$ cat src/rtl/clk24h_pkg.sv
// Package with the request codes, field widths, reset values and digit helpers of the 24 h clock.
`default_nettype none

package clk24h_pkg;

	// Request kinds carried on the input tuser.
	localparam logic [1:0] REQ_SECOND = 2'd0;
	localparam logic [1:0] REQ_SCAN   = 2'd1;
	localparam logic [1:0] REQ_BUTTON = 2'd2;

	// Button bit positions.
	localparam int BTN_MIN_DOWN  = 0;
	localparam int BTN_MIN_UP    = 1;
	localparam int BTN_HOUR_DOWN = 2;
	localparam int BTN_HOUR_UP   = 3;
	localparam int BTN_COUNT     = 4;

	// Field widths.
	localparam int HOUR_W  = 5;
	localparam int MIN_W   = 6;
	localparam int SEC_W   = 6;
	localparam int DIGIT_W = 4;
	localparam int PHASE_W = 3;
	localparam int PORT_W  = 8;
	localparam int OUT_W   = 32;

	// Time limits and reset values.
	localparam logic [SEC_W-1:0]  SEC_WRAP   = 6'd60;
	localparam logic [MIN_W-1:0]  MIN_WRAP   = 6'd60;
	localparam logic [MIN_W-1:0]  MIN_MAX    = 6'd59;
	localparam logic [HOUR_W-1:0] HOUR_WRAP  = 5'd24;
	localparam logic [HOUR_W-1:0] HOUR_MAX   = 5'd23;
	localparam logic [SEC_W-1:0]  SEC_RESET  = 6'd40;
	localparam logic [MIN_W-1:0]  MIN_RESET  = 6'd59;
	localparam logic [HOUR_W-1:0] HOUR_RESET = 5'd23;

	// Display multiplexer.
	localparam logic [PHASE_W-1:0] PHASE_COLON = 3'd4;
	localparam logic [PORT_W-1:0]  PORT_COLON  = 8'b1100_0000;

	typedef struct packed {
		logic [DIGIT_W-1:0] tens;
		logic [DIGIT_W-1:0] ones;
	} bcd_pair_t;

	// Splits a value below 60 into decimal tens and ones with a compare chain.
	function automatic bcd_pair_t split_decimal(input logic [MIN_W-1:0] value);
		bcd_pair_t          res;
		logic [MIN_W-1:0]   rest;
		if (value >= 6'd50) begin
			res.tens = 4'd5;
			rest     = value - 6'd50;
		end else if (value >= 6'd40) begin
			res.tens = 4'd4;
			rest     = value - 6'd40;
		end else if (value >= 6'd30) begin
			res.tens = 4'd3;
			rest     = value - 6'd30;
		end else if (value >= 6'd20) begin
			res.tens = 4'd2;
			rest     = value - 6'd20;
		end else if (value >= 6'd10) begin
			res.tens = 4'd1;
			rest     = value - 6'd10;
		end else begin
			res.tens = 4'd0;
			rest     = value;
		end
		res.ones = rest[DIGIT_W-1:0];
		return res;
	endfunction

endpackage

`default_nettype wire

$ cat src/rtl/clock_24h_with_set_buttons_top.sv
// Top level of the 24 h clock with set buttons and a multiplexed display driver.
//
// Channel   Direction  Handshake                   Contents
// s_axis    in         s_axis_tvalid/tready        tuser: req_type; tdata: buttons
// m_axis    out        m_axis_tvalid/tready        tdata: hours, minutes, seconds,
//                                                  colon_on, segment_port
//
// Every transaction passes through the input register and then the result register;
// the state update sits between the two registers. One transaction can be accepted
// every cycle while the result register is not stalled.
// arst_n clears the time to 23:59:40, the colon, digits, scan phase and button history.
// A stalled result register holds the input register, and a full input register
// that cannot move on holds s_axis_tready low.
`default_nettype none

module clock_24h_with_set_buttons_top (
	input  wire logic        clk,
	input  wire logic        arst_n,
	input  wire logic        s_axis_tvalid,
	output logic             s_axis_tready,
	input  wire logic [7:0]  s_axis_tdata,  // [3:0] buttons, [7:4] zero
	input  wire logic [1:0]  s_axis_tuser,  // [1:0] req_type
	output logic             m_axis_tvalid,
	input  wire logic        m_axis_tready,
	output logic [31:0]      m_axis_tdata   // [4:0] hours, [10:5] minutes, [16:11] seconds,
	                                        // [17] colon_on, [25:18] segment_port, [31:26] zero
);

	localparam int HW = clk24h_pkg::HOUR_W;
	localparam int MW = clk24h_pkg::MIN_W;
	localparam int SW = clk24h_pkg::SEC_W;
	localparam int DW = clk24h_pkg::DIGIT_W;
	localparam int PW = clk24h_pkg::PHASE_W;
	localparam int BN = clk24h_pkg::BTN_COUNT;
	localparam int OW = clk24h_pkg::PORT_W;

	// Input register.
	logic          valid_s1;
	logic [1:0]    req_s1;
	logic [BN-1:0] buttons_s1;

	// Result register.
	logic                                 valid_s2;
	logic [clk24h_pkg::OUT_W-1:0]         data_s2;

	// Clock state.
	logic [SW-1:0] sec_q;
	logic [MW-1:0] min_q;
	logic [HW-1:0] hour_q;
	logic          colon_q;
	logic [DW-1:0] digit_q [4];
	logic [PW-1:0] phase_q;
	logic [BN-1:0] prev_btn_q;
	logic [BN-1:0] pressed_q;

	// Next state.
	logic [SW-1:0] sec_d;
	logic [MW-1:0] min_d;
	logic [HW-1:0] hour_d;
	logic          colon_d;
	logic          refresh_d;
	logic [PW-1:0] phase_d;
	logic [BN-1:0] prev_btn_d;
	logic [BN-1:0] pressed_d;
	logic [OW-1:0] port_d;

	clk24h_pkg::bcd_pair_t min_bcd;
	clk24h_pkg::bcd_pair_t hour_bcd;

	logic advance;

	// The input stage moves on when the result register is empty or being drained.
	assign advance       = valid_s1 && (!valid_s2 || m_axis_tready);
	assign s_axis_tready = !valid_s1 || advance;
	assign m_axis_tvalid = valid_s2;
	assign m_axis_tdata  = data_s2;

	// Input register capture.
	always_ff @(posedge clk or negedge arst_n) begin
		if (!arst_n) begin
			valid_s1 <= 1'b0;
		end else if (s_axis_tready) begin
			valid_s1 <= s_axis_tvalid;
		end
	end

	always_ff @(posedge clk) begin
		if (s_axis_tready && s_axis_tvalid) begin
			req_s1     <= s_axis_tuser;
			buttons_s1 <= s_axis_tdata[BN-1:0];
		end
	end

	// State update for the transaction held in the input register.
	always_comb begin
		sec_d      = sec_q;
		min_d      = min_q;
		hour_d     = hour_q;
		colon_d    = colon_q;
		refresh_d  = 1'b0;
		phase_d    = phase_q;
		prev_btn_d = prev_btn_q;
		pressed_d  = pressed_q;
		port_d     = '0;
		unique case (req_s1)
			clk24h_pkg::REQ_SECOND: begin
				sec_d = sec_q + 1'b1;
				if (sec_d >= clk24h_pkg::SEC_WRAP) begin
					sec_d = '0;
					min_d = min_q + 1'b1;
					if (min_d >= clk24h_pkg::MIN_WRAP) begin
						min_d  = '0;
						hour_d = hour_q + 1'b1;
						if (hour_d >= clk24h_pkg::HOUR_WRAP) begin
							hour_d = '0;
						end
					end
				end
				colon_d   = !colon_q;
				refresh_d = 1'b1;
			end
			clk24h_pkg::REQ_SCAN: begin
				if (phase_q < clk24h_pkg::PHASE_COLON) begin
					port_d = {1'b1, 1'b0, phase_q[1:0], digit_q[phase_q[1:0]]};
				end else begin
					port_d = colon_q ? clk24h_pkg::PORT_COLON : '0;
				end
				phase_d = (phase_q >= clk24h_pkg::PHASE_COLON) ? '0 : phase_q + 1'b1;
			end
			clk24h_pkg::REQ_BUTTON: begin
				// Buttons are handled in bit order; each sees the time left by the one before.
				for (int b = 0; b < BN; b++) begin
					if (!prev_btn_q[b] && buttons_s1[b]) begin
						pressed_d[b] = 1'b1;
					end
					if (pressed_d[b] && !buttons_s1[b]) begin
						pressed_d[b] = 1'b0;
						refresh_d    = 1'b1;
						sec_d        = '0;
						if (b == clk24h_pkg::BTN_MIN_DOWN) begin
							min_d = (min_d == '0) ? clk24h_pkg::MIN_MAX : min_d - 1'b1;
						end else if (b == clk24h_pkg::BTN_MIN_UP) begin
							min_d = (min_d >= clk24h_pkg::MIN_MAX) ? '0 : min_d + 1'b1;
						end else if (b == clk24h_pkg::BTN_HOUR_DOWN) begin
							hour_d = (hour_d == '0) ? clk24h_pkg::HOUR_MAX : hour_d - 1'b1;
						end else begin
							hour_d = (hour_d >= clk24h_pkg::HOUR_MAX) ? '0 : hour_d + 1'b1;
						end
					end
				end
				prev_btn_d = buttons_s1;
			end
			default: begin
			end
		endcase
	end

	// Decimal digits of the new time.
	assign min_bcd  = clk24h_pkg::split_decimal(min_d);
	assign hour_bcd = clk24h_pkg::split_decimal({1'b0, hour_d});

	// Clock state registers.
	always_ff @(posedge clk or negedge arst_n) begin
		if (!arst_n) begin
			sec_q      <= clk24h_pkg::SEC_RESET;
			min_q      <= clk24h_pkg::MIN_RESET;
			hour_q     <= clk24h_pkg::HOUR_RESET;
			colon_q    <= 1'b0;
			digit_q[0] <= '0;
			digit_q[1] <= '0;
			digit_q[2] <= '0;
			digit_q[3] <= '0;
			phase_q    <= '0;
			prev_btn_q <= '0;
			pressed_q  <= '0;
		end else if (advance) begin
			sec_q      <= sec_d;
			min_q      <= min_d;
			hour_q     <= hour_d;
			colon_q    <= colon_d;
			phase_q    <= phase_d;
			prev_btn_q <= prev_btn_d;
			pressed_q  <= pressed_d;
			if (refresh_d) begin
				digit_q[0] <= min_bcd.ones;
				digit_q[1] <= min_bcd.tens;
				digit_q[2] <= hour_bcd.ones;
				digit_q[3] <= hour_bcd.tens;
			end
		end
	end

	// Result register.
	always_ff @(posedge clk or negedge arst_n) begin
		if (!arst_n) begin
			valid_s2 <= 1'b0;
		end else if (advance) begin
			valid_s2 <= 1'b1;
		end else if (m_axis_tready) begin
			valid_s2 <= 1'b0;
		end
	end

	always_ff @(posedge clk) begin
		if (advance) begin
			data_s2 <= {6'd0, port_d, colon_d, sec_d, min_d, hour_d};
		end
	end

endmodule

`default_nettype wire

$ cat config.mk
export PLATFORM = sky130hd
export DESIGN_NAME = clock_24h_with_set_buttons_top
export DESIGN_NICKNAME = d
export VERILOG_FILES = /design/src/rtl/clk24h_pkg.sv /design/src/rtl/clock_24h_with_set_buttons_top.sv
export SDC_FILE = /design/constraint.sdc
export NUM_CORES = 1
export LEC_CHECK = 0
export BUFFER_PORTS_ARGS = -buffer_cell sky130_fd_sc_hd__buf_2
export CORE_MARGIN = 5
export CORE_UTILIZATION = 60
export DETAILED_ROUTE_END_ITERATION = 8
export PLACE_DENSITY = 0.81
export SLEW_MARGIN = 20
export SYNTH_ARGS = -nofsm -noshare
export SYNTH_HDL_FRONTEND = slang
export SYNTH_SLANG_ARGS = --single-unit
$ cat constraint.sdc
create_clock -name clk -period 5.7 [get_ports clk]
set_input_delay 0.57 -clock clk [delete_from_list [all_inputs] [get_ports clk]]
set_output_delay 0.57 -clock clk [all_outputs]
set_load 0.05 [all_outputs]
==> reports/results.txt, run 1 <==
die width -> 102 um
routed via count -> 4336
residual DRC count -> 0
RSZ-0062 raised after global routing -> false
Worst Skew -> 8.83 ps
Pwr Total -> 2.90 mW
flop2flop setup slack -> 1260 ps
Synth area leaders -> edfxtp_1 19%, dfrtp_1 16%, dfstp_2 5.7%
Num CTS Buffers -> 9
CP startpoint kind -> flop
worst rel slew slack -> 31.8%
CTS Root Cell -> clkbuf_8
fillers -> 635
gr usage total -> 23.5%
Initial Utilization -> 61.9%
Final ANT Viol Nets -> 0
io pins -> 48
dpl hpwl -> 8580 um
worst path bufs/invs -> 1
CTS tree -> done
Critical Path AT -> 4680 ps
I/O Buffers -> 37
clock-pin slew on the worst setup and hold paths -> 80 ps
Finished Layout Cells -> 675
area growth from synthesis to layout -> 8.74%
Pwr per Cell Area -> 523 nW/um^2
Storage cell area -> 2080 sq um
fmax -> 225 MHz
vias per inst -> 6.42
final setup TNS -> 0 ps
Synth area leader -> edfxtp_1
Design Area, Final -> 5560 sq um
first-pass GRT wire length -> 19700 um
crit path cell chain -> inv_1, ha_1, or4b_2, o22ai_1, o211a_1, a21oi_1, o21ai_0, nand2_1, ha_1, o211a_1, a311oi_1, a21oi_1, mux2i_1, nand2_1
max-cap violation count -> 0
Crit Path Class -> flop to flop
EDFF count, synth -> 32
RD Place Congestion -> 0.923
post-synth cell types -> 82
vias in the first global route -> 4056
DRT Pass-1 Iters -> 6
CP max FO -> 14
flops & latches, synth -> 76
family with the most delay on the worst path -> compound AO/OA/AOI/OAI gates
post-synthesis sequential area ratio -> 40.6%
GRT overflow -> 0
ys async rst share -> 57.9%
htree depth -> 3
wire per inst -> 17.9 um
Multi-input gate area -> 2770 sq um
largest net degree at the start of global routing -> 45
layout cells sized above 1 -> 16.0%
area share of the largest cell type after synthesis -> 18.8%
core box area -> 8260 sq um
CP max stage delay -> 680 ps
Synth Instances -> 542
hold crit path type -> input port to asynchronous set/reset pin
placed cell count -> 659
RR Startpoint -> min_q[0]
Post-CTS Setup Inserts -> 0
most used flip-flop cell after synthesis -> dfrtp_1
count of pins over their slew limit -> 0
CP startpoint -> min_q[0]
Final #Nets -> 600
worst vdd ir -> 211 uV
Clock Sinks -> 76
cell leakage power -> 2.29 nW
drt initial violations -> 325
outcome -> complete, no violations
Worst R2R End -> digit_q[13]
Mapped Area -> 5110 sq um
n_diodes -> 0
slowest stage cell, crit path -> dfstp_2
Avg Inst Size Synth -> 9.43 sq um
placed cell area -> 5310 sq um
initial antenna violation count -> 0
Final setup violation count -> 0
Slew @ Worst Pin -> 1020 ps
row cnt -> 33
clk_lat worst skew -> 350 ps
Final Cycle Share -> 77.9%
hold buffer count at CTS -> 0
crit end category -> flop
Final Hold Vio Count -> 0
Clock Path Buffers -> 2
YS warnings -> 0
die area -> 10500 sq um
Die Ht -> 102 um
WL final -> 12100 um
final critical-path required period -> 4440 ps
Worst EP required -> 5940 ps
R2R cell count -> 14
post-CTS sizing -> 0
## final cells by class
type	count	area share [%]
Inverter	32	2.21
Tap cell	105	2.36
Multi-Input combinational cell	406	49.9
Sequential cell	76	37.4
Timing Repair Buffer	40	3.78
Clock buffer	9	2.23
Clock inverter	7	2.18
## state kept, by name, summed over array words and instances, names as in the netlist
register / count
hour_q: 5
buttons_s1: 4
pressed_q: 4
req_s1: 2
digit_q: 13
prev_btn_q: 4
valid_s1: 1
min_q: 6
colon_q: 1
m_axis_tvalid: 1
m_axis_tdata: 26
phase_q: 3
sec_q: 6
## metal layers
layer	part of all wire, %	routed length [um]	track usage [%]	up-vias
met5	0	0	0	-
met4	1.2	149	6.16	0
met3	7.3	882	3.55	27
met2	47	5740	40.0	199
met1	44	5320	31.4	2064
li1	-	-	-	2046
## worst register-to-register path, cell delays in order, from the launching register on
cell	delay [ps]
dfstp_2	680
inv_1	130
ha_1	300
or4b_2	650
o22ai_1	150
o211a_1	200
a21oi_1	50
o21ai_0	290
nand2_1	300
ha_1	330
o211a_1	140
a311oi_1	610
a21oi_1	220
mux2i_1	200
nand2_1	70
## stage by stage
step | setup slack [ps] | hold WS (ps) | util, %
after floorplan | 1400 | 274 | -
after global placement | 1440 | 459 | 64.3
after detailed placement | 1360 | 473 | 64.3
after CTS | 1330 | 386 | 67.3
after global routing | 997 | 251 | 67.3
final | 1260 | 205 | 67.3
## Yosys cell counts, types with 3 or more instances
| cell | n |
|---|---|
| a2111o_1 | 3 |
| a21oi_1 | 28 |
| xnor2_1 | 10 |
| nor4b_1 | 3 |
| buf_2 | 4 |
| nand2_1 | 59 |
| o31ai_1 | 13 |
| inv_1 | 28 |
| and2_1 | 5 |
| a211oi_1 | 3 |
| or4_1 | 6 |
| a221oi_1 | 4 |
| buf_4 | 6 |
| nand4_1 | 3 |
| a31oi_1 | 8 |
| nor2b_1 | 10 |
| mux2_2 | 6 |
| nand3_1 | 10 |
| dfrtp_1 | 33 |
| nor3_1 | 17 |
| o21a_1 | 6 |
| a22oi_1 | 3 |
| clkbuf_1 | 22 |
| o211a_1 | 4 |
| a21o_1 | 7 |
| nand3b_1 | 4 |
| o22ai_1 | 3 |
| ha_1 | 21 |
| o21ai_0 | 37 |
| and3_1 | 7 |
| a2bb2oi_1 | 4 |
| o21ai_1 | 3 |
| nor2_1 | 33 |
| dfstp_2 | 11 |
| o22a_1 | 4 |
| xor2_1 | 3 |
| o211ai_1 | 4 |
| nand2b_1 | 12 |
| edfxtp_1 | 32 |
| mux2i_1 | 9 |
## cells in the final DEF (no fill, tap or decap), drive strengths merged, types with 5 or more instances in the layout
cell,count
nand2,59
o31ai,13
or4,6
dfstp,11
inv,32
o21ai,40
buf,40
mux2,6
a221oi,5
nor3,18
o21a,6
dfrtp,33
nor2,34
a21oi,28
and3,7
conb,6
nand2b,12
ha,21
clkbuf,9
and2,5
a21o,7
a31oi,9
edfxtp,32
mux2i,9
xnor2,10
nand3,10
nor2b,10
## worst max path at each step
stage,to,slack [ps],cells past startpoint
after detailed placement,digit_q[15],1360,13
after global routing,digit_q[13],1000,14
final,digit_q[13],1260,14
after floorplan,digit_q[15],1400,14
after global placement,digit_q[15],1440,13
after CTS,digit_q[13],1330,14
## power breakdown
group / switching [mW] / total, mW / internal [mW]
registers: 0.224 / 0.997 / 0.773
logic: 0.864 / 1.40 / 0.537
clock network: 0.213 / 0.507 / 0.294
## logic make-up after synthesis
kind of cell,synth area share [%]
AOI/OAI and AO/OA,23.9
DFF,40.6
other,0.0734
buffers and inverters,5.51
muxes,3.97
adders and majority gates,5.14
xor gates and xnor gates,2.23
and+or+nand+nor,18.6
(Power assumes the default switching activity.)
==> run 2, diff against run 1 <==
- CORE_UTILIZATION: 60 -> 54
- PLACE_DENSITY: 0.81 -> 0.77
- clock period: 5.7 -> 3.8 ns (I/O delays scaled with it)
==> run 2 against run 1 <==
  * Clock power increased by 13%
  * Count of clock-buffer cells in the layout is the same
  * Register-to-register slack got worse by 1100 ps
  * First-iteration DRC count up 51%
  * Design area increased by 8.8%
  * Setup slack got worse by 1100 ps
  * Power up 59%
  * Die area up 10%
  * Critical endpoint is now digit_q[15]
  * Largest cell class unchanged
==> reports/results.txt, run 2 (synthesis gave the netlist of run 1 again) <==
CTS tree -> done (unchanged)
row cnt -> 35 (was 33)
worst vdd ir -> 293 uV (was 211 uV)
die width -> 107 um (was 102 um)
Final Hold Vio Count -> 0 (unchanged)
GRT overflow -> 0 (unchanged)
RR Startpoint -> min_q[0] (unchanged)
vias in the first global route -> 4314 (was 4056)
Slew @ Worst Pin -> 691 ps (was 1020 ps)
Final setup violation count -> 0 (unchanged)
R2R cell count -> 14 (unchanged)
drt initial violations -> 490 (was 325)
highest-count cells in the layout ignoring fill and taps -> 58 x nand2_1, 51 x buf_4, 36 x buf_2, 35 x o21ai_0 (was 59 x nand2_1, 37 x o21ai_0, 36 x buf_2, 33 x nor2_1, 33 x dfrtp_1)
Clock Sinks -> 76 (unchanged)
max reg flops -> 26 (unchanged)
hold crit path type -> input port to asynchronous set/reset pin (unchanged)
residual DRC count -> 0 (unchanged)
crit end category -> flop (unchanged)
worst rel slew slack -> 54.0% (was 31.8%)
max-cap violation count -> 0 (unchanged)
flop2flop setup slack -> 140 ps (was 1260 ps)
Die Ht -> 107 um (was 102 um)
count of pins over their slew limit -> 0 (unchanged)
Worst Skew -> 7.04 ps (was 8.83 ps)
io pins -> 48 (unchanged)
Final Cycle Share -> 96.4% (was 77.9%)
gr usage total -> 22.6% (was 23.5%)
cell leakage power -> 2.51 nW (was 2.29 nW)
Fin Hold WS -> 31.4 ps (was 205 ps)
fmax -> 273 MHz (was 225 MHz)
first-pass GRT wire length -> 20900 um (was 19700 um)
core box area -> 9240 sq um (was 8260 sq um)
Design Area, Final -> 6050 sq um (was 5560 sq um)
Num CTS Buffers -> 9 (unchanged)
vias per inst -> 6.18 (was 6.42)
routed via count -> 4611 (was 4336)
DRT Pass-1 Iters -> 5 (was 6)
Final ANT Viol Nets -> 0 (unchanged)
Worst R2R End -> digit_q[15] (was digit_q[13])
Crit Path Class -> flop to flop (unchanged)
CP startpoint kind -> flop (unchanged)
htree depth -> 3 (unchanged)
layout cells sized above 1 -> 27.4% (was 16.0%)
final critical-path required period -> 3660 ps (was 4440 ps)
CP startpoint -> min_q[0] (unchanged)
Clock Path Buffers -> 2 (unchanged)
Worst EP required -> 4050 ps (was 5940 ps)
commonest non-fill, non-tap cell in the layout -> nand2_1 (unchanged)
dpl hpwl -> 9230 um (was 8580 um)
die area -> 11500 sq um (was 10500 sq um)
M2 GR Usage -> 38.6% (was 40.0%)
CTS Root Cell -> clkbuf_8 (unchanged)
largest net degree at the start of global routing -> 45 (unchanged)
CP max FO -> 7 (was 14)
RD Place Congestion -> 0.930 (was 0.923)
placed cell area -> 5670 sq um (was 5310 sq um)
Most Crowded Layer GR -> met2 (unchanged)
Final #Nets -> 647 (was 600)
outcome -> complete, no violations (unchanged)
Critical Path AT -> 3910 ps (was 4680 ps)
n_diodes -> 0 (unchanged)
clock-pin slew on the worst setup and hold paths -> 90 ps (was 80 ps)
clk_lat worst skew -> 350 ps (about the same)
Initial Utilization -> 55.3% (was 61.9%)
area growth from synthesis to layout -> 18.3% (was 8.74%)
met3 usage -> 3.66% (was 3.55%)
initial antenna violation count -> 0 (unchanged)
wire per inst -> 17.3 um (was 17.9 um)
met1 Use GR -> 28.8% (was 31.4%)
I/O Buffers -> 37 (unchanged)
Pwr per Cell Area -> 766 nW/um^2 (was 523 nW/um^2)
WL final -> 12900 um (was 12100 um)
==> run 2: changes by cell type in the layout (fill, tap and decap cells not counted), moves of 3 or more <==
cell / change
a21oi_1: -4
buf_4: +47
inv_2: +3
ha_1: -5
clkinvlp_4: +3
a21oi_2: +4
ha_2: +4
inv_1: -3
bufinv_16: -3
==> run 2: area by class of cell <==
cell class	instances	area (sq um)
repair buffers	87	563
clock inverters	7	60.1
multi-input cells	406	2940
inverters	32	123
well taps	129	161
flip-flops and latches	76	2080
clock buffers	9	124
fillers	732	3190
==> run 2: power by group <==
part / switching [mW] / internal, mW / leakage (nW)
clock: 0.328 / 0.247 / 0.0844
sequential: 0.212 / 1.16 / 0.836
combinational: 1.58 / 1.11 / 1.59
==> run 2: worst max-delay path by stage <==
stage	endpoint	cells past startpoint	slack (ps)
6_report	digit_q[15]	14	140
5_1_grt	digit_q[15]	16	-3
4_1_cts	digit_q[15]	14	20
3_5_place_dp	digit_q[5]	18	-30
3_3_place_gp	digit_q[6]	18	60
2_1_floorplan	digit_q[15]	14	30
==> run 2: critical path, stage by stage, from the launching register on <==
cell and delay (ps):
dfstp_2 540, inv_1 80, ha_2 230, or4b_2 640, o22ai_1 170, o211a_1 210
and3_1 180, o21ai_2 70, nand2_2 150, ha_4 180, o211a_1 150, a311oi_1 40
buf_4 160, or4_1 520, a32o_1 230
==> run 2: repair_timing <==
item | in CTS | in global routing
buffers inserted | 0 | 5
gates resized for setup | 2 | 33
setup endpoints to repair | 3 | 8
hold buffers | 0 | 0
pin swaps | 0 | 8
endpoints found under the hold margin | 0 | 0
==> run 2: per-layer routing <==
layer	vias up	wire length [um]	share of wire, %
met4	0	400	3.1
met5	-	0	0
met2	204	6320	49
met3	42	736	5.7
met1	2216	5420	42
li1	2149	-	-
==> run 2: metrics by stage <==
step	setup TNS [ps]	power [mW]	util, %	worst slack [ps]	cells
after floorplan	0	3.12	-	32.8	547
after global placement	0	3.72	61.4	63.2	725
after detailed placement	-52.9	3.82	61.4	-27.6	725
after CTS	0	4.42	63.5	21.5	741
after global routing	-2.63	4.94	65.4	-2.63	746
final	0	4.63	65.4	138	746
